<file path="config.mk">
export PLATFORM = sky130hd
export DESIGN_NAME = deflate_fixed_huffman_encoder
export DESIGN_NICKNAME = d
export VERILOG_FILES = /design/src/rtl/core/dfhe_pkg.sv /design/src/rtl/core/dfhe_coder.sv /design/src/rtl/core/deflate_fixed_huffman_encoder.sv
export SDC_FILE = /design/constraint.sdc
export NUM_CORES = 1
export LEC_CHECK = 0
export BUFFER_PORTS_ARGS = -buffer_cell sky130_fd_sc_hd__buf_2
export CELL_PAD_IN_SITES_DETAIL_PLACEMENT = 0
export CELL_PAD_IN_SITES_GLOBAL_PLACEMENT = 1
export CORE_AREA = 2 2 150 152
export CTS_CLUSTER_DIAMETER = 80
export DETAILED_ROUTE_END_ITERATION = 6
export DIE_AREA = 0 0 152 154
export PLACE_DENSITY = 0.88
export REMOVE_ABC_BUFFERS = 1
export SLEW_MARGIN = 15
export SYNTH_ARGS = -nofsm -noshare
export SYNTH_HDL_FRONTEND = slang
export SYNTH_SLANG_ARGS = --single-unit
</file>
<file path="constraint.sdc">
create_clock -name clock -period 27.7 [get_ports clock]
set_input_delay 4.155 -clock clock [delete_from_list [all_inputs] [get_ports clock]]
set_output_delay 4.155 -clock clock [all_outputs]
set_load 0.02 [all_outputs]
</file>
<file path="src/rtl/core/dfhe_pkg.sv">
package dfhe_pkg;

   localparam int unsigned MAX_DISTANCE = 32768;
   localparam int unsigned LEN_MIN      = 3;
   localparam int unsigned LEN_MAX      = 258;

   localparam logic [7:0] ZLIB_CMF = 8'h78;
   localparam logic [7:0] ZLIB_FLG = 8'h01;

   typedef enum logic [1:0] {
      OP_BEGIN  = 2'd0,
      OP_LIT    = 2'd1,
      OP_MATCH  = 2'd2,
      OP_FINISH = 2'd3
   } op_type;

   typedef struct packed {
      op_type      op;
      logic [7:0]  lit;
      logic [8:0]  len;
      logic [15:0] distance;
   } dfhe_token_type;

   // up to four bytes for one token, first byte in the low bits
   typedef struct packed {
      logic [31:0] bytes;
      logic [2:0]  count;
      logic        has_bytes;
      logic        error;
   } dfhe_burst_type;

endpackage

</file>
<file path="src/rtl/core/dfhe_coder.sv">
module dfhe_coder (
   input  dfhe_pkg::dfhe_token_type tok,
   input  logic [6:0]               pend_bits,
   input  logic [2:0]               pend_cnt,
   output dfhe_pkg::dfhe_burst_type burst,
   output logic [6:0]               next_bits,
   output logic [2:0]               next_cnt
);
   import dfhe_pkg::*;

   function automatic logic [3:0] msb15(input logic [14:0] v);
      logic [3:0] m;
      m = 4'd0;
      for (int i = 0; i < 15; i++) begin
         if (v[i]) m = 4'(i);
      end
      return m;
   endfunction

   // reverse the low n bits of a code of up to nine bits
   function automatic logic [8:0] rev_code(input logic [8:0] v, input logic [3:0] n);
      logic [8:0] full;
      for (int i = 0; i < 9; i++) begin
         full[i] = v[8-i];
      end
      return full >> (4'd9 - n);
   endfunction

   logic        len_ok;
   logic        dist_ok;
   logic [7:0]  l;
   logic [2:0]  lp;
   logic [4:0]  li;
   logic [4:0]  lx_val;
   logic [2:0]  lx_n;
   logic [14:0] d;
   logic [3:0]  dp;
   logic [4:0]  di;
   logic [12:0] dx_val;
   logic [3:0]  dx_n;
   logic [8:0]  code;
   logic [3:0]  code_n;
   logic [37:0] acc;
   logic [5:0]  pos;
   logic [2:0]  nfull;
   logic        flush;
   logic [2:0]  count;
   logic [37:0] rest;

   always_comb begin
      len_ok  = (tok.len >= 9'(LEN_MIN)) && (tok.len <= 9'(LEN_MAX));
      dist_ok = (tok.distance != 16'd0) && ({1'b0, tok.distance} <= 17'(MAX_DISTANCE));

      // length symbol index and extra bits
      l  = 8'(tok.len - 9'(LEN_MIN));
      lp = 3'(msb15({7'd0, l}));
      if (tok.len == 9'(LEN_MAX)) begin
         li     = 5'd28;
         lx_n   = 3'd0;
         lx_val = 5'd0;
      end else if (l < 8'd8) begin
         li     = l[4:0];
         lx_n   = 3'd0;
         lx_val = 5'd0;
      end else begin
         lx_n   = 3'(lp - 3'd2);
         li     = 5'({lp - 3'd1, 2'b00}) + 5'(2'(l >> lx_n));
         lx_val = 5'(l & ((8'd1 << lx_n) - 8'd1));
      end

      // distance code and extra bits
      d  = 15'(tok.distance - 16'd1);
      dp = msb15(d);
      if (d < 15'd4) begin
         di     = d[4:0];
         dx_n   = 4'd0;
         dx_val = 13'd0;
      end else begin
         dx_n   = 4'(dp - 4'd1);
         di     = {dp, 1'b0} + 5'(d[dx_n]);
         dx_val = 13'(d & ((15'd1 << dx_n) - 15'd1));
      end

      // fixed huffman code of the leading symbol
      case (tok.op)
         OP_LIT: begin
            if (tok.lit <= 8'd143) begin
               code   = 9'(8'h30 + tok.lit);
               code_n = 4'd8;
            end else begin
               code   = 9'h190 + 9'(tok.lit - 8'd144);
               code_n = 4'd9;
            end
         end
         OP_MATCH: begin
            if (li <= 5'd22) begin
               code   = 9'(li + 5'd1);
               code_n = 4'd7;
            end else begin
               code   = 9'h0c0 + 9'(li - 5'd23);
               code_n = 4'd8;
            end
         end
         default: begin
            // end of block is seven zero bits
            code   = 9'd0;
            code_n = 4'd7;
         end
      endcase

      acc = 38'(pend_bits);
      pos = 6'(pend_cnt);
      acc = acc | (38'(rev_code(code, code_n)) << pos);
      pos = pos + 6'(code_n);
      if (tok.op == OP_MATCH) begin
         acc = acc | (38'(lx_val) << pos);
         pos = pos + 6'(lx_n);
         acc = acc | (38'({di[0], di[1], di[2], di[3], di[4]}) << pos);
         pos = pos + 6'd5;
         acc = acc | (38'(dx_val) << pos);
         pos = pos + 6'(dx_n);
      end

      nfull = pos[5:3];
      flush = (tok.op == OP_FINISH) && (pos[2:0] != 3'd0);
      count = nfull + 3'(flush);
      rest  = acc >> {nfull, 3'b000};

      burst.error = 1'b0;
      if (tok.op == OP_BEGIN) begin
         // header bytes, then block header bits bfinal=1 btype=01
         burst.bytes     = {16'd0, ZLIB_FLG, ZLIB_CMF};
         burst.count     = 3'd2;
         burst.has_bytes = 1'b1;
         next_bits       = 7'd3;
         next_cnt        = 3'd3;
      end else if (tok.op == OP_MATCH && !(len_ok && dist_ok)) begin
         burst.bytes     = 32'd0;
         burst.count     = 3'd1;
         burst.has_bytes = 1'b0;
         burst.error     = 1'b1;
         next_bits       = pend_bits;
         next_cnt        = pend_cnt;
      end else begin
         burst.bytes     = acc[31:0];
         burst.has_bytes = (count != 3'd0);
         burst.count     = (count != 3'd0) ? count : 3'd1;
         next_bits       = flush ? 7'd0 : rest[6:0];
         next_cnt        = flush ? 3'd0 : pos[2:0];
      end
   end

endmodule

</file>
<file path="src/rtl/core/deflate_fixed_huffman_encoder.sv">
// channel   direction  handshake              payload
// req_      in         req_valid / req_ready  operation, literal_byte, match_length,
//                                             match_distance
// rsp_      out        rsp_valid / rsp_ready  out_byte, byte_valid, last, error
//
// a token is held in the input register, is coded by dfhe_coder into a byte
// burst register, and leaves as 1 to 4 transactions, one byte per cycle while
// rsp_ready is high, the pace set by the single byte output port; a new token is
// coded in the cycle the last byte goes
// reset clears the valid flags and the pending bit buffer
// rsp_ready low holds the burst and, behind it, the input register
module deflate_fixed_huffman_encoder (
   input  logic        clock,
   input  logic        reset,
   input  logic        req_valid,
   output logic        req_ready,
   input  logic [1:0]  req_operation,
   input  logic [7:0]  req_literal_byte,
   input  logic [8:0]  req_match_length,
   input  logic [15:0] req_match_distance,
   output logic        rsp_valid,
   input  logic        rsp_ready,
   output logic [7:0]  rsp_out_byte,
   output logic        rsp_byte_valid,
   output logic        rsp_last,
   output logic        rsp_error
);
   import dfhe_pkg::*;

   logic           in_valid_ff, in_valid_in;
   dfhe_token_type in_tok_ff, in_tok_in;
   logic           busy_ff, busy_in;
   logic [2:0]     left_ff, left_in;
   logic [31:0]    bytes_ff, bytes_in;
   logic           has_bytes_ff, has_bytes_in;
   logic           error_ff, error_in;
   logic [6:0]     pend_bits_ff, pend_bits_in;
   logic [2:0]     pend_cnt_ff, pend_cnt_in;

   dfhe_burst_type burst;
   logic [6:0]     next_bits;
   logic [2:0]     next_cnt;
   logic           drain;
   logic           drain_last;
   logic           load;

   dfhe_coder u_coder (
      .tok       (in_tok_ff),
      .pend_bits (pend_bits_ff),
      .pend_cnt  (pend_cnt_ff),
      .burst     (burst),
      .next_bits (next_bits),
      .next_cnt  (next_cnt)
   );

   assign rsp_valid      = busy_ff;
   assign rsp_out_byte   = bytes_ff[7:0];
   assign rsp_byte_valid = has_bytes_ff;
   assign rsp_last       = (left_ff == 3'd1);
   assign rsp_error      = error_ff;

   assign drain      = busy_ff && rsp_ready;
   assign drain_last = drain && (left_ff == 3'd1);
   assign load       = in_valid_ff && (!busy_ff || drain_last);
   assign req_ready  = !in_valid_ff || load;

   always_comb begin
      in_valid_in  = in_valid_ff;
      in_tok_in    = in_tok_ff;
      busy_in      = busy_ff;
      left_in      = left_ff;
      bytes_in     = bytes_ff;
      has_bytes_in = has_bytes_ff;
      error_in     = error_ff;
      pend_bits_in = pend_bits_ff;
      pend_cnt_in  = pend_cnt_ff;

      if (load) begin
         in_valid_in = 1'b0;
      end
      if (req_valid && req_ready) begin
         in_valid_in         = 1'b1;
         in_tok_in.op        = op_type'(req_operation);
         in_tok_in.lit       = req_literal_byte;
         in_tok_in.len       = req_match_length;
         in_tok_in.distance  = req_match_distance;
      end

      if (load) begin
         busy_in      = 1'b1;
         left_in      = burst.count;
         bytes_in     = burst.bytes;
         has_bytes_in = burst.has_bytes;
         error_in     = burst.error;
         pend_bits_in = next_bits;
         pend_cnt_in  = next_cnt;
      end else if (drain_last) begin
         busy_in = 1'b0;
      end else if (drain) begin
         left_in  = left_ff - 3'd1;
         bytes_in = bytes_ff >> 8;
      end
   end

   always_ff @(posedge clock) begin
      if (reset) begin
         in_valid_ff  <= 1'b0;
         busy_ff      <= 1'b0;
         pend_bits_ff <= 7'd0;
         pend_cnt_ff  <= 3'd0;
      end else begin
         in_valid_ff  <= in_valid_in;
         busy_ff      <= busy_in;
         pend_bits_ff <= pend_bits_in;
         pend_cnt_ff  <= pend_cnt_in;
      end
   end

   always_ff @(posedge clock) begin
      in_tok_ff    <= in_tok_in;
      left_ff      <= left_in;
      bytes_ff     <= bytes_in;
      has_bytes_ff <= has_bytes_in;
      error_ff     <= error_in;
   end

endmodule
</file>
==> results of run 1 <==
## flip-flops by register name (all words and copies together) (netlist names)
name / flops
rsp_valid: 1
left_ff: 3
bytes_ff: 32
rsp_byte_valid: 1
rsp_error: 1
in_valid_ff: 1
in_tok_ff: 35
pend_cnt_ff: 3
pend_bits_ff: 7
## placed cells by master, fill, tap and decap left out, types with 20 or more instances in the layout
| cell | count |
|---|---|
| nor4_1 | 21 |
| mux2i_1 | 20 |
| nor2_1 | 152 |
| edfxtp_1 | 72 |
| a211oi_1 | 24 |
| xnor2_1 | 22 |
| o21ai_0 | 79 |
| nand2_1 | 177 |
| ha_1 | 38 |
| o211ai_1 | 33 |
| nand3_1 | 53 |
| a21oi_1 | 104 |
| a21o_1 | 24 |
| buf_2 | 51 |
| and2_1 | 24 |
| nor3_1 | 60 |
| inv_1 | 48 |
## final cells by class
| cell class | count | area [um2] | share of cell area (%) |
|---|---|---|---|
| Tap cell | 280 | 350 | 3.01 |
| Inverter | 54 | 203 | 1.74 |
| Clock inverter | 7 | 76.3 | 0.656 |
| Timing Repair Buffer | 67 | 375 | 3.23 |
| Clock buffer | 9 | 225 | 1.94 |
| Multi-Input combinational cell | 1250 | 8000 | 68.8 |
| Sequential cell | 84 | 2400 | 20.6 |
## path summary, 6_finish.rpt
path                                 startpoint  slack [ns]               to  cells past startpoint
worst max-delay path              in_tok_ff[16]       15.21       left_ff[0]                     38
worst min-delay path            pend_bits_ff[6]        0.51  pend_bits_ff[6]                      2
worst max register to register    in_tok_ff[16]       15.21       left_ff[0]                     38
worst min register to register  pend_bits_ff[6]        0.51  pend_bits_ff[6]                      2
## kinds of logic after synthesis
family                     after synthesis
AOI/OAI and AO/OA                      516
muxes                                   36
buffers and inverters                  148
DFF                                     84
and+or+nand+nor                        620
xor gates and xnor gates                37
adders and majority gates               41
## critical path: cells and delay by family, from the launching register on
family | cells | cell delay (ns)
AOI/OAI and AO/OA | 11 | 3.11
xor gates and xnor gates | 3 | 1.36
adders and majority gates | 7 | 2.63
buffers and inverters | 5 | 1.63
DFF | 1 | 0.59
and+or+nand+nor | 12 | 2.86
## per-layer routing
layer,vias up,GRT usage [%],wire [um]
met3,142,6.17,3960
met4,0,16.5,2080
li1,5694,-,-
met1,5735,44.9,16600
met2,727,58.7,19300
met5,-,0,0
## cell usage after synthesis (12+ instances only)
| library cell | number |
|---|---|
| ha_1 | 38 |
| a221oi_1 | 15 |
| dfxtp_1 | 12 |
| or3_1 | 18 |
| or2_2 | 15 |
| nand4_1 | 16 |
| xnor2_1 | 22 |
| nand2_1 | 177 |
| nor4_1 | 22 |
| mux2i_1 | 20 |
| a21oi_1 | 105 |
| clkbuf_1 | 76 |
| nor2_1 | 152 |
| nor3_1 | 60 |
| a211oi_1 | 24 |
| nand3_1 | 53 |
| xor2_1 | 15 |
| o31ai_1 | 18 |
| inv_1 | 48 |
| and2_1 | 24 |
| a31oi_1 | 19 |
| o21ai_0 | 79 |
| and3_1 | 14 |
| edfxtp_1 | 72 |
| mux2_2 | 12 |
| o211ai_1 | 33 |
| nand2b_1 | 15 |
| a21o_1 | 24 |
## metrics by stage
stage                     utilization [%]  hold slack (ns)
after floorplan                         -            0.440
after global placement               52.2            0.471
after detailed placement             52.2            0.479
after CTS                            53.6            0.502
after global routing                 53.6            0.539
final                                53.6            0.508
## power by group
group	total [mW]	switching, mW	internal [mW]	leakage, nW
Clock	0.129	0.0651	0.0644	0.149
Combinational	0.805	0.552	0.253	3.35
Sequential	0.165	0.0113	0.154	0.801
Total	1.10	0.628	0.471	4.30
==> results.sh, run 1 <==
export IMPL_outcome="complete, but fails checks"
export IMPL_violations="DRC"
export IMPL_setup_ws_ns=15.21
export IMPL_fin_worst_skew_ns=0.0102
export IMPL_coreArea_mm2=0.0217
export IMPL_crit_type="reg2reg"
export IMPL_ir_worst_vdd_uv=42.2
export IMPL_drv_slew=0
export IMPL_grt_max_degree=36
export IMPL_finalSetupTns_ns=0
export IMPL_max_cap_viol_count=0
export IMPL_die_w_um=152
export IMPL_dieArea_mm2=0.0234
export IMPL_cts_tree="done"
export IMPL_overflow=0
export IMPL_hold_viol=0
export IMPL_finalSetupViolCount=0
export IMPL_cts_num_sinks=84
export IMPL_htree_levels=3
export IMPL_critical_path_peak_fanout=20
export IMPL_required_ns=27.82
export IMPL_ios=52
export IMPL_n_antenna_cell=0
export IMPL_max_slew_margin_rel_pct=22.2
export IMPL_syn_inst=1482
export IMPL_power_density_mw_per_mm2=94.5
export IMPL_cp_data_arrival_time_ns=12.61
export IMPL_p_leak_nw=4.30
export IMPL_post_cts_resized=0
export IMPL_firstDrtPassIters=7
export IMPL_synth_area_mm2=0.0110
export IMPL_ant_nets=0
export IMPL_nFillCells=2120
export IMPL_clk_pin_slew_ns=0.08
export IMPL_synthToLayoutAreaGrowth_pct=5.83
export IMPL_wirelength_um=41900
export IMPL_synthMuxAreaShare_pct=3.87
export IMPL_drc=2
export IMPL_grt_pass1_wl_um=66000
export IMPL_crit_top_cell="ha_1"
export IMPL_grt_usage_pct=35.4
export IMPL_slowest_stage="xor2_1"
export IMPL_initial_core_util_pct=50.7
export IMPL_critPathMaxStageDelay_ns=0.73
export IMPL_grt_pass1_vias=11500
export IMPL_die_h_um=154
export IMPL_ys_flop_type="edfxtp_1"
export IMPL_cts_root_buf="clkbuf_16"
export IMPL_clk_latency_ns=0.37
export IMPL_avgSynthCellArea_um2=7.42
export IMPL_cp_end_kind="flip-flop"
export IMPL_antenna_found_initial=0
export IMPL_synth_edf_count=72
export IMPL_min_path_type="reg2reg"
export IMPL_rsz0062_at_grt="no"
export IMPL_port_buffers=51
export IMPL_finalCritPeriodShare_pct=45.1
export IMPL_place_gp_congestion=1.06
export IMPL_fin_area_mm2=0.0116
export IMPL_cts_hold_buf=0
export IMPL_synth_top_family_by_area="compound AO/OA/AOI/OAI gates"
export IMPL_yosysTopAreaCell="edfxtp_1"
export IMPL_power_mw=1.10
export IMPL_synth_area_leaders="edfxtp_1, nand2_1, nor2_1"
export IMPL_cts_path_max_buffers=2
export IMPL_ys_warn_count=0
export IMPL_rows=54
export IMPL_synth_compound_area_share_pct=33.3
export IMPL_synth_top_area_share_pct=19.7
export IMPL_synth_seq_area_share_pct=21.9
export IMPL_synthDistinctLibCells=95
export IMPL_wire_per_inst_um=24.0
export IMPL_synth_adder_area_share_pct=4.87
export IMPL_fmax_mhz=80.1
export IMPL_startpoint_type="flip-flop"
export IMPL_worst_pin_slew_ns=1.14
export IMPL_viasPerCell=7.02
export IMPL_finalCriticalPeriod_ns=12.49
export IMPL_vias=12300
export IMPL_place_hpwl_um=33100
export IMPL_fin_nets=1546
export IMPL_drtIter0Drc=1429
export IMPL_yosys_area_share_xor_xnor_pct=2.95
export IMPL_synthSimpleGateAreaFrac_pct=27.6
export IMPL_synthArstFlopShare_pct=0
export IMPL_stdcell_count=1751
export IMPL_numCtsBuffers=9
export IMPL_place_inst=1735
export IMPL_drive_gt1_share_pct=9.52
export IMPL_place_ws_ns=15.60
export IMPL_dpl_instance_area_mm2=0.0113
export IMPL_synth_seq_cells=84
export IMPL_post_cts_buffers=0
No activity file was read; power rests on OpenSTA's default activity.
==> inputs of run 2 (changes only) <==
CORE_AREA = 2 2 163 165   (was 2 2 150 152)
DIE_AREA = 0 0 165 167   (was 0 0 152 154)
PLACE_DENSITY = 0.79   (was 0.88)
clock period = 10.45 ns   (was 27.7 ns; I/O delays follow)
==> results.sh, run 2 (synthesis gave the netlist of run 1 again) <==
export IMPL_top_layer_used="met4"
export IMPL_layout_common_cells="nand2_1, nor2_1, a21oi_1"
export IMPL_wirelength_um=43700
export IMPL_drc=0
export IMPL_hold_viol=0
export IMPL_crit_family="compound AO/OA/AOI/OAI gates"
export IMPL_max_slew_margin_rel_pct=23.6
export IMPL_p_sw_share_pct=57.0
export IMPL_fmax_mhz=102
export IMPL_clk_pin_slew_ns=0.08
export IMPL_p_seq_share_pct=14.5
export IMPL_crit_buf_inv=5
export IMPL_viasPerCell=6.81
export IMPL_reg_largest_list="in_tok_ff (35), bytes_ff (32), pend_bits_ff (7)"
export IMPL_grt_usage_pct=31.5
export IMPL_finalCriticalPeriod_ns=9.83
export IMPL_startpoint_type="flip-flop"
export IMPL_internal_power_mw=1.29
export IMPL_regMostFlops="in_tok_ff"
export IMPL_post_cts_buffers=0
export IMPL_clkPwrFrac_pct=11.4
export IMPL_wl_met3_um=3410
export IMPL_dieArea_mm2=0.0276
export IMPL_worst_pin_slew_ns=1.12
export IMPL_required_ns=10.56
export IMPL_wl_met1_um=18100
export IMPL_max_cap_viol_count=0
export IMPL_layout_commonest_cell="nand2_1"
export IMPL_crit_type="reg2reg"
export IMPL_clk_latency_ns=0.36
export IMPL_drv_slew=0
export IMPL_comb_power_share_pct=74.2
export IMPL_power_switching_mw=1.72
export IMPL_ir_worst_vdd_uv=118
export IMPL_wl_met2_um=20300
export IMPL_critical_path_peak_fanout=20
export IMPL_cp_data_arrival_time_ns=9.94
export IMPL_htree_levels=3
export IMPL_finalCritPeriodShare_pct=94.0
export IMPL_drive_gt1_share_pct=10.9
export IMPL_cts_root_buf="clkbuf_16"
export IMPL_cts_tree="done"
export IMPL_overflow=0
export IMPL_grt_pass1_wl_um=67600
export IMPL_n_antenna_cell=0
export IMPL_vias=12400
export IMPL_rows=59
export IMPL_grt_pass1_vias=11500
export IMPL_cts_path_max_buffers=2
export IMPL_hp_start="pend_bits_ff[6]"
export IMPL_critPathMaxStageDelay_ns=0.71
export IMPL_cp_end_kind="flip-flop"
export IMPL_synthToLayoutAreaGrowth_pct=7.75
export IMPL_cts_num_sinks=84
export IMPL_numCtsBuffers=9
export IMPL_place_hpwl_um=34500
export IMPL_min_path_type="reg2reg"
export IMPL_fin_worst_skew_ns=0.00880
export IMPL_antenna_found_initial=0
export IMPL_coreArea_mm2=0.0258
export IMPL_place_gp_congestion=1.03
export IMPL_ios=52
export IMPL_whs_ns=0.502
export IMPL_wire_per_inst_um=24.0
export IMPL_initial_core_util_pct=42.7
export IMPL_fin_nets=1561
export IMPL_ant_nets=0
export IMPL_grt_max_degree=36
export IMPL_drtIter0Drc=1594
export IMPL_p_leak_nw=4.38
export IMPL_reg2reg_from="in_tok_ff[17]"
export IMPL_die_h_um=167
export IMPL_crit_start="in_tok_ff[17]"
export IMPL_outcome="completed"
export IMPL_power_density_mw_per_mm2=255
export IMPL_largest_reg_flops=35
export IMPL_slowest_stage="or4b_2"
export IMPL_power_mw=3.01
export IMPL_die_w_um=165
export IMPL_port_buffers=51
export IMPL_finalSetupViolCount=0
export IMPL_firstDrtPassIters=6
[run 2: cell count changes in the layout (fill, tap and decap cells not counted), sizes merged]
| cell | change |
|---|---|
| buf | +15 |
[run 2: per-stage QoR]
step	setup TNS (ns)	cell area [um2]	setup slack (ns)	utilization (%)	std cells
after floorplan	0	10600	0.211	-	1388
after global placement	0	11500	0.690	44.7	1805
after detailed placement	0	11500	0.332	44.7	1805
after CTS	0	11800	0.319	45.9	1821
after global routing	-0.00757	11800	-0.00757	46.0	1821
final	0	11800	0.624	46.0	1821
[run 2: per-layer routing]
layer	vias up	global-route usage [%]
met1	5916	41.6
met5	-	0
met4	0	12.9
li1	5712	-
met3	126	4.58
met2	655	51.4
[run 2: path summary, 6_finish.rpt]
check / end / slack [ns] / cells past startpoint
worst max-delay path: left_ff[0] / 0.62 / 37
worst min-delay path: pend_bits_ff[6] / 0.50 / 2
worst max register to register: left_ff[0] / 0.62 / 37
worst min register to register: pend_bits_ff[6] / 0.50 / 2
[run 2: cell type report]
cell class                      count  area, um2
Clock inverter                      7       76.3
Sequential cell                    84       2400
Inverter                           54        203
Fill cell                        2648      13900
Multi-Input combinational cell   1250       8030
Timing Repair Buffer               82        488
Tap cell                          335        419
Clock buffer                        9        225
[run 2: power by group through the flow]
stage | clock network (mW) | registers (mW) | logic, mW
2_1_floorplan | 0 | 0.443 | 1.37
3_3_place_gp | 0 | 0.442 | 2.15
3_5_place_dp | 0 | 0.443 | 2.14
4_1_cts | 0.347 | 0.436 | 2.15
5_1_grt | 0.358 | 0.441 | 2.36
6_report | 0.343 | 0.436 | 2.24
[run 2: what timing repair did]
| action | 4_1_cts | 5_1_grt |
|---|---|---|
| endpoints found under the setup margin | 0 | 12 |
| hold buffers | 0 | 0 |
| gates resized for setup | 0 | 6 |
| endpoints found under the hold margin | 0 | 0 |
[run 2: worst min-delay path: cells and delay by family, from the launching register on]
kind,cells,cell delay (ns)
AND/OR/NAND/NOR,2,0.12
flip-flops,1,0.34
